$ cat src/design/smon_pkg.sv
package smon_pkg;

    // Fixed field widths
    localparam int STAGE_W   = 3;
    localparam int LEVEL_W   = 24;
    localparam int CNT_W     = 32;
    localparam int ENERGY_W  = 64;
    localparam int CFG_IDX_W = 2;

    // Register reset values, Q3.20: 1.0 and 0.5
    localparam logic               ENABLE_RESET = 1'b1;
    localparam logic [LEVEL_W-1:0] CLIP_RESET   = 24'd1048576;
    localparam logic [LEVEL_W-1:0] JUMP_RESET   = 24'd524288;

    // Configuration register indexes
    typedef enum logic [CFG_IDX_W-1:0] {
        REG_ENABLE     = 2'd0,
        REG_CLIP_LEVEL = 2'd1,
        REG_JUMP_LEVEL = 2'd2
    } t_cfg_reg;

    // Control carried alongside the registered sample
    typedef struct packed {
        logic               valid;
        logic               clipped;
        logic [STAGE_W-1:0] stage;
    } t_s1_ctl;

    // Counter increment that sticks at all ones
    function automatic logic [CNT_W-1:0] sat_inc(input logic [CNT_W-1:0] c);
        return (&c) ? c : c + 1'b1;
    endfunction

endpackage

$ cat src/design/smon_if.sv
// Sample input channel
interface smon_in_if import smon_pkg::*; #(parameter int SAMPLE_BITS = 24) ();
    logic                          valid;
    logic                          ready;
    logic [STAGE_W-1:0]            stage;
    logic signed [SAMPLE_BITS-1:0] sample;

    modport source (output valid, stage, sample, input ready);
    modport sink   (input valid, stage, sample, output ready);
endinterface

// Statistics result channel
interface smon_out_if import smon_pkg::*; #(parameter int SAMPLE_BITS = 24) ();
    logic                   valid;
    logic                   ready;
    logic [STAGE_W-1:0]     stage_out;
    logic [SAMPLE_BITS-2:0] peak_positive;
    logic [SAMPLE_BITS-1:0] peak_negative;
    logic [ENERGY_W-1:0]    energy_sum;
    logic [CNT_W-1:0]       clipped_count;
    logic [CNT_W-1:0]       jump_count;
    logic [CNT_W-1:0]       total_count;

    modport source (output valid, stage_out, peak_positive, peak_negative, energy_sum,
                    clipped_count, jump_count, total_count, input ready);
    modport sink   (input valid, stage_out, peak_positive, peak_negative, energy_sum,
                    clipped_count, jump_count, total_count, output ready);
endinterface

// Configuration write channel
interface smon_cfg_if import smon_pkg::*; ();
    logic                 valid;
    logic                 ready;
    logic [CFG_IDX_W-1:0] index;
    logic [LEVEL_W-1:0]   data;

    modport source (output valid, index, data, input ready);
    modport sink   (input valid, index, data, output ready);
endinterface

$ cat src/design/multi_stage_signal_level_monitor.sv
// Per-stage signal level monitor. A sample is held in the input register, and its updated
// statistics load into the result register once the result slot is free.
// Throughput: one sample per cycle while results are taken; a waiting result lets one more
// sample into the input register, then holds the input off.
// Reset (synchronous, active low) clears all per-stage statistics at once and
// restores enable = 1, clip level = 1.0, jump level = 0.5.
module multi_stage_signal_level_monitor import smon_pkg::*; #(
    parameter int NUM_STAGES  = 7,
    parameter int SAMPLE_BITS = 24
) (
    input  logic       i_clk,
    input  logic       i_rst_n,
    smon_in_if.sink    i_in,
    smon_out_if.source o_out,
    smon_cfg_if.sink   i_cfg
);

    logic               r_enable;
    logic [LEVEL_W-1:0] r_clip_level;
    logic [LEVEL_W-1:0] r_jump_level;

    t_s1_ctl                       w_ctl;
    logic signed [SAMPLE_BITS-1:0] w_sample;
    logic [SAMPLE_BITS-1:0]        w_mag;
    logic [2*SAMPLE_BITS-1:0]      w_square;
    logic                          w_free;
    logic                          w_adv;
    logic                          w_take;

    // Configuration registers; writes are always taken outside reset
    assign i_cfg.ready = i_rst_n;

    always_ff @(posedge i_clk) begin
        if (!i_rst_n) begin
            r_enable     <= ENABLE_RESET;
            r_clip_level <= CLIP_RESET;
            r_jump_level <= JUMP_RESET;
        end else if (i_cfg.valid) begin
            unique case (t_cfg_reg'(i_cfg.index))
                REG_ENABLE:     r_enable     <= i_cfg.data[0];
                REG_CLIP_LEVEL: r_clip_level <= i_cfg.data;
                REG_JUMP_LEVEL: r_jump_level <= i_cfg.data;
                default:        ;
            endcase
        end
    end

    // Pipeline flow: the registered sample moves on when the result slot is free
    assign w_adv      = w_ctl.valid && w_free;
    assign i_in.ready = i_rst_n && (!w_ctl.valid || w_free);
    assign w_take     = i_in.valid && i_in.ready;

    smon_front #(
        .NUM_STAGES  (NUM_STAGES),
        .SAMPLE_BITS (SAMPLE_BITS)
    ) u_front (
        .i_clk        (i_clk),
        .i_rst_n      (i_rst_n),
        .i_take       (w_take),
        .i_adv        (w_adv),
        .i_stage      (i_in.stage),
        .i_sample     (i_in.sample),
        .i_enable     (r_enable),
        .i_clip_level (r_clip_level),
        .o_ctl        (w_ctl),
        .o_sample     (w_sample),
        .o_mag        (w_mag),
        .o_square     (w_square)
    );

    smon_stats #(
        .NUM_STAGES  (NUM_STAGES),
        .SAMPLE_BITS (SAMPLE_BITS)
    ) u_stats (
        .i_clk        (i_clk),
        .i_rst_n      (i_rst_n),
        .i_adv        (w_adv),
        .i_ctl        (w_ctl),
        .i_sample     (w_sample),
        .i_mag        (w_mag),
        .i_square     (w_square),
        .i_jump_level (r_jump_level),
        .o_free       (w_free),
        .o_out        (o_out)
    );

endmodule

$ cat src/design/smon_front.sv
module smon_front import smon_pkg::*; #(
    parameter int NUM_STAGES  = 7,
    parameter int SAMPLE_BITS = 24
) (
    input  logic                          i_clk,
    input  logic                          i_rst_n,
    input  logic                          i_take,
    input  logic                          i_adv,
    input  logic [STAGE_W-1:0]            i_stage,
    input  logic signed [SAMPLE_BITS-1:0] i_sample,
    input  logic                          i_enable,
    input  logic [LEVEL_W-1:0]            i_clip_level,
    output t_s1_ctl                       o_ctl,
    output logic signed [SAMPLE_BITS-1:0] o_sample,
    output logic [SAMPLE_BITS-1:0]        o_mag,
    output logic [2*SAMPLE_BITS-1:0]      o_square
);

    localparam int CLIP_CMP_W = (SAMPLE_BITS > LEVEL_W) ? SAMPLE_BITS : LEVEL_W;

    logic [SAMPLE_BITS-1:0]   w_raw;
    logic [SAMPLE_BITS-1:0]   w_mag;
    logic [2*SAMPLE_BITS-1:0] w_square;
    logic                     w_in_range;
    logic                     w_clipped;

    logic                          r_valid;
    logic                          r_clipped;
    logic [STAGE_W-1:0]            r_stage;
    logic signed [SAMPLE_BITS-1:0] r_sample;
    logic [SAMPLE_BITS-1:0]        r_mag;
    logic [2*SAMPLE_BITS-1:0]      r_square;

    // Magnitude; the most negative code maps to 2^(SAMPLE_BITS-1)
    assign w_raw      = i_sample;
    assign w_mag      = w_raw[SAMPLE_BITS-1] ? (~w_raw + 1'b1) : w_raw;
    assign w_square   = w_mag * w_mag;
    assign w_in_range = (32'(i_stage) < NUM_STAGES);
    assign w_clipped  = (CLIP_CMP_W'(w_mag) >= CLIP_CMP_W'(i_clip_level));

    // Input register: disabled or out-of-range samples leave no item
    always_ff @(posedge i_clk) begin
        if (!i_rst_n) begin
            r_valid <= 1'b0;
        end else if (i_take) begin
            r_valid <= i_enable && w_in_range;
        end else if (i_adv) begin
            r_valid <= 1'b0;
        end
        if (i_take) begin
            r_clipped <= w_clipped;
            r_stage   <= i_stage;
            r_sample  <= i_sample;
            r_mag     <= w_mag;
            r_square  <= w_square;
        end
    end

    assign o_ctl    = '{valid: r_valid, clipped: r_clipped, stage: r_stage};
    assign o_sample = r_sample;
    assign o_mag    = r_mag;
    assign o_square = r_square;

endmodule

$ cat src/design/smon_stats.sv
module smon_stats import smon_pkg::*; #(
    parameter int NUM_STAGES  = 7,
    parameter int SAMPLE_BITS = 24
) (
    input  logic                          i_clk,
    input  logic                          i_rst_n,
    input  logic                          i_adv,
    input  t_s1_ctl                       i_ctl,
    input  logic signed [SAMPLE_BITS-1:0] i_sample,
    input  logic [SAMPLE_BITS-1:0]        i_mag,
    input  logic [2*SAMPLE_BITS-1:0]      i_square,
    input  logic [LEVEL_W-1:0]            i_jump_level,
    output logic                          o_free,
    smon_out_if.source                    o_out
);

    // Only stage codes that fit the stage field can ever be hit
    localparam int NUM_LANES  = (NUM_STAGES > (1 << STAGE_W)) ? (1 << STAGE_W) : NUM_STAGES;
    localparam int JUMP_CMP_W = (SAMPLE_BITS + 1 > LEVEL_W) ? SAMPLE_BITS + 1 : LEVEL_W;

    // Per-stage statistics, one lane each
    logic [SAMPLE_BITS-2:0] r_maxp [NUM_LANES];
    logic [SAMPLE_BITS-1:0] r_maxn [NUM_LANES];
    logic [ENERGY_W-1:0]    r_acc  [NUM_LANES];
    logic [CNT_W-1:0]       r_clip [NUM_LANES];
    logic [CNT_W-1:0]       r_jump [NUM_LANES];
    logic [CNT_W-1:0]       r_seen [NUM_LANES];
    logic [SAMPLE_BITS-1:0] r_prev [NUM_LANES];

    logic [SAMPLE_BITS-2:0] w_cur_maxp;
    logic [SAMPLE_BITS-1:0] w_cur_maxn;
    logic [ENERGY_W-1:0]    w_cur_acc;
    logic [CNT_W-1:0]       w_cur_clip;
    logic [CNT_W-1:0]       w_cur_jump;
    logic [CNT_W-1:0]       w_cur_seen;
    logic [SAMPLE_BITS-1:0] w_cur_prev;

    logic [SAMPLE_BITS-1:0] w_val;
    logic                   w_pos;
    logic [ENERGY_W:0]      w_sum;
    logic [SAMPLE_BITS:0]   w_diff;
    logic [SAMPLE_BITS:0]   w_delta;
    logic                   w_jumped;

    logic [SAMPLE_BITS-2:0] n_maxp;
    logic [SAMPLE_BITS-1:0] n_maxn;
    logic [ENERGY_W-1:0]    n_acc;
    logic [CNT_W-1:0]       n_clip;
    logic [CNT_W-1:0]       n_jump;
    logic [CNT_W-1:0]       n_seen;

    logic                   r_out_valid;
    logic [STAGE_W-1:0]     r_stage_out;
    logic [SAMPLE_BITS-2:0] r_top_pos;
    logic [SAMPLE_BITS-1:0] r_top_neg;
    logic [ENERGY_W-1:0]    r_energy;
    logic [CNT_W-1:0]       r_clipped;
    logic [CNT_W-1:0]       r_jumps;
    logic [CNT_W-1:0]       r_total;

    // Select the lane of the registered stage
    always_comb begin
        w_cur_maxp = '0;
        w_cur_maxn = '0;
        w_cur_acc  = '0;
        w_cur_clip = '0;
        w_cur_jump = '0;
        w_cur_seen = '0;
        w_cur_prev = '0;
        for (int i = 0; i < NUM_LANES; i++) begin
            if (i_ctl.stage == STAGE_W'(i)) begin
                w_cur_maxp = w_cur_maxp | r_maxp[i];
                w_cur_maxn = w_cur_maxn | r_maxn[i];
                w_cur_acc  = w_cur_acc  | r_acc[i];
                w_cur_clip = w_cur_clip | r_clip[i];
                w_cur_jump = w_cur_jump | r_jump[i];
                w_cur_seen = w_cur_seen | r_seen[i];
                w_cur_prev = w_cur_prev | r_prev[i];
            end
        end
    end

    assign w_val = i_sample;
    assign w_pos = !w_val[SAMPLE_BITS-1] && (|w_val);

    // Saturating sum of squares: a carry out means the true sum overflowed
    assign w_sum = {1'b0, w_cur_acc} + (ENERGY_W + 1)'(i_square);

    // Step from the previous sample of this stage, one extra bit for the sign
    assign w_diff   = {w_val[SAMPLE_BITS-1], w_val} - {w_cur_prev[SAMPLE_BITS-1], w_cur_prev};
    assign w_delta  = w_diff[SAMPLE_BITS] ? (~w_diff + 1'b1) : w_diff;
    assign w_jumped = (w_cur_seen != '0)
                   && (JUMP_CMP_W'(w_delta) > JUMP_CMP_W'(i_jump_level));

    // Updated statistics of the selected stage
    always_comb begin
        n_maxp = (w_pos && (w_val[SAMPLE_BITS-2:0] > w_cur_maxp))
               ? w_val[SAMPLE_BITS-2:0] : w_cur_maxp;
        n_maxn = (w_val[SAMPLE_BITS-1] && (i_mag > w_cur_maxn)) ? i_mag : w_cur_maxn;
        n_acc  = w_sum[ENERGY_W] ? '1 : w_sum[ENERGY_W-1:0];
        n_clip = i_ctl.clipped ? sat_inc(w_cur_clip) : w_cur_clip;
        n_jump = w_jumped ? sat_inc(w_cur_jump) : w_cur_jump;
        n_seen = sat_inc(w_cur_seen);
    end

    // Lane write-back
    always_ff @(posedge i_clk) begin
        for (int i = 0; i < NUM_LANES; i++) begin
            if (!i_rst_n) begin
                r_maxp[i] <= '0;
                r_maxn[i] <= '0;
                r_acc[i]  <= '0;
                r_clip[i] <= '0;
                r_jump[i] <= '0;
                r_seen[i] <= '0;
                r_prev[i] <= '0;
            end else if (i_adv && (i_ctl.stage == STAGE_W'(i))) begin
                r_maxp[i] <= n_maxp;
                r_maxn[i] <= n_maxn;
                r_acc[i]  <= n_acc;
                r_clip[i] <= n_clip;
                r_jump[i] <= n_jump;
                r_seen[i] <= n_seen;
                r_prev[i] <= w_val;
            end
        end
    end

    // Result register
    always_ff @(posedge i_clk) begin
        if (!i_rst_n) begin
            r_out_valid <= 1'b0;
        end else if (i_adv) begin
            r_out_valid <= 1'b1;
        end else if (o_out.ready) begin
            r_out_valid <= 1'b0;
        end
        if (i_adv) begin
            r_stage_out <= i_ctl.stage;
            r_top_pos   <= n_maxp;
            r_top_neg   <= n_maxn;
            r_energy    <= n_acc;
            r_clipped   <= n_clip;
            r_jumps     <= n_jump;
            r_total     <= n_seen;
        end
    end

    assign o_free = !r_out_valid || o_out.ready;

    assign o_out.valid         = r_out_valid;
    assign o_out.stage_out     = r_stage_out;
    assign o_out.peak_positive = r_top_pos;
    assign o_out.peak_negative = r_top_neg;
    assign o_out.energy_sum    = r_energy;
    assign o_out.clipped_count = r_clipped;
    assign o_out.jump_count    = r_jumps;
    assign o_out.total_count   = r_total;

endmodule

$ cat src/flat_wrapper.sv
// flat-port wrapper written by rule: the top's interface ports become plain ports
module multi_stage_signal_level_monitor_flat import smon_pkg::*;
#(
    parameter int NUM_STAGES  = 7,
    parameter int SAMPLE_BITS = 24
)
  (i_clk, i_rst_n, i_in_valid, i_in_stage, i_in_sample, i_in_ready, o_out_valid, o_out_stage_out, o_out_peak_positive, o_out_peak_negative, o_out_energy_sum, o_out_clipped_count, o_out_jump_count, o_out_total_count, o_out_ready, i_cfg_valid, i_cfg_index, i_cfg_data, i_cfg_ready);
  smon_in_if #(.SAMPLE_BITS(SAMPLE_BITS)) i_in_i ();
  smon_out_if #(.SAMPLE_BITS(SAMPLE_BITS)) o_out_i ();
  smon_cfg_if i_cfg_i ();
  input  logic i_clk;
  input  logic i_rst_n;
  input wire logic [$bits(i_in_i.valid)-1:0] i_in_valid;
  input wire logic [$bits(i_in_i.stage)-1:0] i_in_stage;
  input wire logic [$bits(i_in_i.sample)-1:0] i_in_sample;
  output wire logic [$bits(i_in_i.ready)-1:0] i_in_ready;
  output wire logic [$bits(o_out_i.valid)-1:0] o_out_valid;
  output wire logic [$bits(o_out_i.stage_out)-1:0] o_out_stage_out;
  output wire logic [$bits(o_out_i.peak_positive)-1:0] o_out_peak_positive;
  output wire logic [$bits(o_out_i.peak_negative)-1:0] o_out_peak_negative;
  output wire logic [$bits(o_out_i.energy_sum)-1:0] o_out_energy_sum;
  output wire logic [$bits(o_out_i.clipped_count)-1:0] o_out_clipped_count;
  output wire logic [$bits(o_out_i.jump_count)-1:0] o_out_jump_count;
  output wire logic [$bits(o_out_i.total_count)-1:0] o_out_total_count;
  input wire logic [$bits(o_out_i.ready)-1:0] o_out_ready;
  input wire logic [$bits(i_cfg_i.valid)-1:0] i_cfg_valid;
  input wire logic [$bits(i_cfg_i.index)-1:0] i_cfg_index;
  input wire logic [$bits(i_cfg_i.data)-1:0] i_cfg_data;
  output wire logic [$bits(i_cfg_i.ready)-1:0] i_cfg_ready;
  assign i_in_i.valid = i_in_valid;
  assign i_in_i.stage = i_in_stage;
  assign i_in_i.sample = i_in_sample;
  assign i_in_ready = i_in_i.ready;
  assign o_out_valid = o_out_i.valid;
  assign o_out_stage_out = o_out_i.stage_out;
  assign o_out_peak_positive = o_out_i.peak_positive;
  assign o_out_peak_negative = o_out_i.peak_negative;
  assign o_out_energy_sum = o_out_i.energy_sum;
  assign o_out_clipped_count = o_out_i.clipped_count;
  assign o_out_jump_count = o_out_i.jump_count;
  assign o_out_total_count = o_out_i.total_count;
  assign o_out_i.ready = o_out_ready;
  assign i_cfg_i.valid = i_cfg_valid;
  assign i_cfg_i.index = i_cfg_index;
  assign i_cfg_i.data = i_cfg_data;
  assign i_cfg_ready = i_cfg_i.ready;
  multi_stage_signal_level_monitor #(.NUM_STAGES(NUM_STAGES), .SAMPLE_BITS(SAMPLE_BITS)) u_core (.i_clk(i_clk), .i_rst_n(i_rst_n), .i_in(i_in_i), .o_out(o_out_i), .i_cfg(i_cfg_i));
endmodule
$ cat config.mk
export PLATFORM = sky130hd
export DESIGN_NAME = multi_stage_signal_level_monitor_flat
export DESIGN_NICKNAME = d
export VERILOG_FILES = /design/src/design/smon_pkg.sv /design/src/design/smon_if.sv /design/src/design/multi_stage_signal_level_monitor.sv /design/src/design/smon_front.sv /design/src/design/smon_stats.sv /design/src/flat_wrapper.sv
export SDC_FILE = /design/constraint.sdc
export NUM_CORES = 2
export LEC_CHECK = 0
export BUFFER_PORTS_ARGS = -buffer_cell sky130_fd_sc_hd__buf_2
export CAP_MARGIN = 5
export CORE_MARGIN = 2
export CORE_UTILIZATION = 30
export DETAILED_ROUTE_END_ITERATION = 16
export GPL_ROUTABILITY_DRIVEN = 0
export REMOVE_ABC_BUFFERS = 1
export SYNTH_ARGS = -nofsm -noshare
export SYNTH_HDL_FRONTEND = slang
export SYNTH_SLANG_ARGS = --single-unit
$ cat constraint.sdc
create_clock -name i_clk -period 39.7 [get_ports i_clk]
set_clock_uncertainty 0.2 [all_clocks]
set_input_delay 1.985 -clock i_clk [delete_from_list [all_inputs] [get_ports i_clk]]
set_output_delay 1.985 -clock i_clk [all_outputs]
set_load 0.005 [all_outputs]
==> results.toml <==
[status]
status = "finished clean"

[placement]
dpl_cell_area_sq_um = 113000
portBuffers = 270
dp_hpwl_microns = 208000

[yosys]
synthTopCellsByArea = "edfxtp_1 54%, fa_1 8.0%, nor2_1 6.2%"
synth-warning-count = 0
ys_seq_elements = 1975
seq_area_frac_synth_pct = 55.4
yosysMostFrequentCell = "edfxtp_1"
postSynthAreaPerCell_sq_um = 11.6
synthArstFlopShare_pct = 0
syn_area_sq_um = 106000
yosys.area.top_type = "edfxtp_1"
netlist_instances = 9149
yosysUniqueCellTypes = 91
ys.flop_type = "edfxtp_1"
synth_edf_count = 1924
synth_top_area_share_pct = 54.4
ys_top_cells_by_count = "1924 x edfxtp_1, 1759 x nor2_1, 806 x inv_1"

[cells_and_area]
fillCellCount = 35110
areaGrowthSynthToFinish_pct = 13.0
layout-drive-gt1-share_pct = 10.3
fin_area_sq_um = 120000
final_nets = 10111

[power_and_ir_drop]
ir_drop_mv = 0.535
power_leakage_nw = 48.9
power_density_nw_per_um2 = 94.7

[clocking]
clk_root_buffer_cell = "clkbuf_16"
ctsHoldBuffers = 0
cts_setup_buffers = 0
ctsResizeCount = 0
clockBufferDepth = 4
cts.sinks = 1975
h-tree-depth = 4
insertion_delay_ns = 0.90
clk_pin_slew_worst_paths_ns = 0.06
cts-buffers-inserted = 215
cts_tree = "yes"

[global_routing]
grt_pass1_wl_microns = 496000
grt_max_degree = 116
grt-ovfl-total = 0
grt_pass1_vias = 74251
track_usage_pct = 18.5
antenna_found_initial = 37

[timing]
max_freq_mhz = 82.5
fin_crit_ns = 12.12
rsz0062_at_grt = "false"
fin_crit_sh_pct = 30.5
worst_slew_pin_slew_ns = 1.27
slew_viol_final = 0
whs_ns = 0.254
slew_headroom_pct = 14.2
setup_tns_ns = 0
setup_viol = 0
final_hold_viol_count = 0

[drt]
post_drt_wl_per_cell_microns = 23.7
antenna_left = 0
via_per_inst = 5.17
drtPass1Iterations = 6
routed_wl_microns = 337000
drt_iter0_drc = 7027
vias = 73507
drc = 0

[job]
cap_violations = 0

[die]
io_pins = 271
fp.dieH_microns = 599
start_util_pct = 30.1
die_area_sq_um = 359000
rows = 218
fp.dieW_microns = 599
coreArea_sq_um = 352000

[critical_path]
reg2reg_from = "u_core.u_front.r_stage[2]$_DFFE_PP_"
cp-startpoint = "i_in_sample[5]"
cp_max_fo = 15
critPathTopFamily = "adder cells"
worst_setup_path_start_kind = "primary input"
crit_path_end_kind = "register"
cpMostUsedCell = "fa_1"
max_stage_delay_ns = 1.00
crit_slowest_cell = "nor4_1"
path_buf_inv = 6
required_ns = 40.15
setup.worst_path.class = "in -> reg"
worstPathArrival_ns = 12.57

[worst_hold_path]
hp-start = "u_core.r_jump_level[7]$_SDFFE_PN0P_"
min_path_type = "reg -> reg"
worst reg2reg max path: cells and delay by family (launching register included):
family | cells | cell delay [ns]
flops | 1 | 0.33
simple gates | 7 | 2.08
fa+ha+maj | 2 | 0.81
compound gates | 16 | 3.26
xor+xnor | 2 | 0.73
buf+inv | 5 | 2.38
worst paths after layout:
| check | endpoint | slack [ns] | cells past startpoint |
|---|---|---|---|
| setup / recovery | u_core.u_front.o_square[44]$_DFFE_PP_ | 27.58 | 34 |
| hold / removal | u_core.r_jump_level[7]$_SDFFE_PN0P_ | 0.25 | 2 |
| hold reg to reg | u_core.r_jump_level[7]$_SDFFE_PN0P_ | 0.25 | 2 |
| setup reg to reg | u_core.u_stats.o_out.jump_count[20]$_DFFE_PP_ | 29.61 | 32 |
placed cells by master, fill, tap and decap left out, types with 220 or more instances in the layout:
| cell type | netlist | layout |
|---|---|---|
| buf_2 | 60 | 270 |
| a21oi_1 | 325 | 324 |
| fa_1 | 422 | 422 |
| ha_1 | 344 | 344 |
| o21ai_0 | 285 | 280 |
| clkbuf_16 | 0 | 220 |
| nor2_1 | 1759 | 1751 |
| inv_1 | 806 | 803 |
| edfxtp_1 | 1924 | 1924 |
| nand2_1 | 514 | 505 |
metal layers:
layer	vias up	GRT usage, %	routed length, microns
li1	32639	-	-
met1	37451	23.4	136000
met2	2746	31.1	161000
met3	643	3.05	24000
met4	28	7.88	15800
met5	-	0	167
metrics by stage:
step                power [mW]  setup WS (ns)  instances  util [%]
finish                    11.4          27.58      14205      34.0
global route              12.4          27.06      14196      34.0
detailed placement        9.41          26.76      13800      32.1
CTS                       11.4          27.68      14190      34.0
floorplan                 7.79           5.80       8613         -
global placement          9.42          26.81      13800      32.1
registers in the layout, indices dropped and copies added, names as in the netlist, 32 cells and up:
| register | cells |
|---|---|
| u_core.u_stats.r_acc | 448 |
| u_core.u_stats.r_clip | 224 |
| u_core.u_stats.r_jump | 224 |
| u_core.u_stats.r_seen | 224 |
| u_core.u_stats.r_maxn | 168 |
| u_core.u_stats.r_prev | 168 |
| u_core.u_stats.r_maxp | 161 |
| u_core.u_stats.o_out.energy_sum | 64 |
| u_core.u_front.o_square | 46 |
| u_core.u_stats.o_out.clipped_count | 32 |
| u_core.u_stats.o_out.jump_count | 32 |
| u_core.u_stats.o_out.total_count | 32 |
logic make-up (layout without fill, tap and decap cells):
kind of cell | after synthesis | count (layout) | synth area share [%]
other | 2 | 32 | 0.00707
adders and majority gates | 766 | 766 | 12.0
AOI/OAI and AO/OA | 1579 | 1579 | 10.6
muxes | 310 | 310 | 3.25
xor gates and xnor gates | 243 | 243 | 2.02
and+or+nand+nor | 2907 | 2907 | 11.8
DFF | 1975 | 1975 | 55.4
buffers and inverters | 1367 | 1663 | 4.94
cell type report:
| type | instances | area [sq um] | share of cell area [%] |
|---|---|---|---|
| clock inverter | 133 | 1120 | 0.936 |
| tap | 4730 | 5920 | 4.93 |
| multi-input combinational | 5822 | 42500 | 35.4 |
| antenna | 15 | 37.5 | 0.0313 |
| timing repair buffer | 457 | 2870 | 2.39 |
| clock buffer | 257 | 5640 | 4.70 |
| sequential | 1975 | 58800 | 49.0 |
| inverter | 816 | 3080 | 2.57 |
where the power goes:
part           switching, mW  internal [mW]
combinational           3.93           2.68
clock                  0.859           1.11
sequential            0.0541           2.73
total                   4.84           6.52
(Power assumes the default switching activity.)
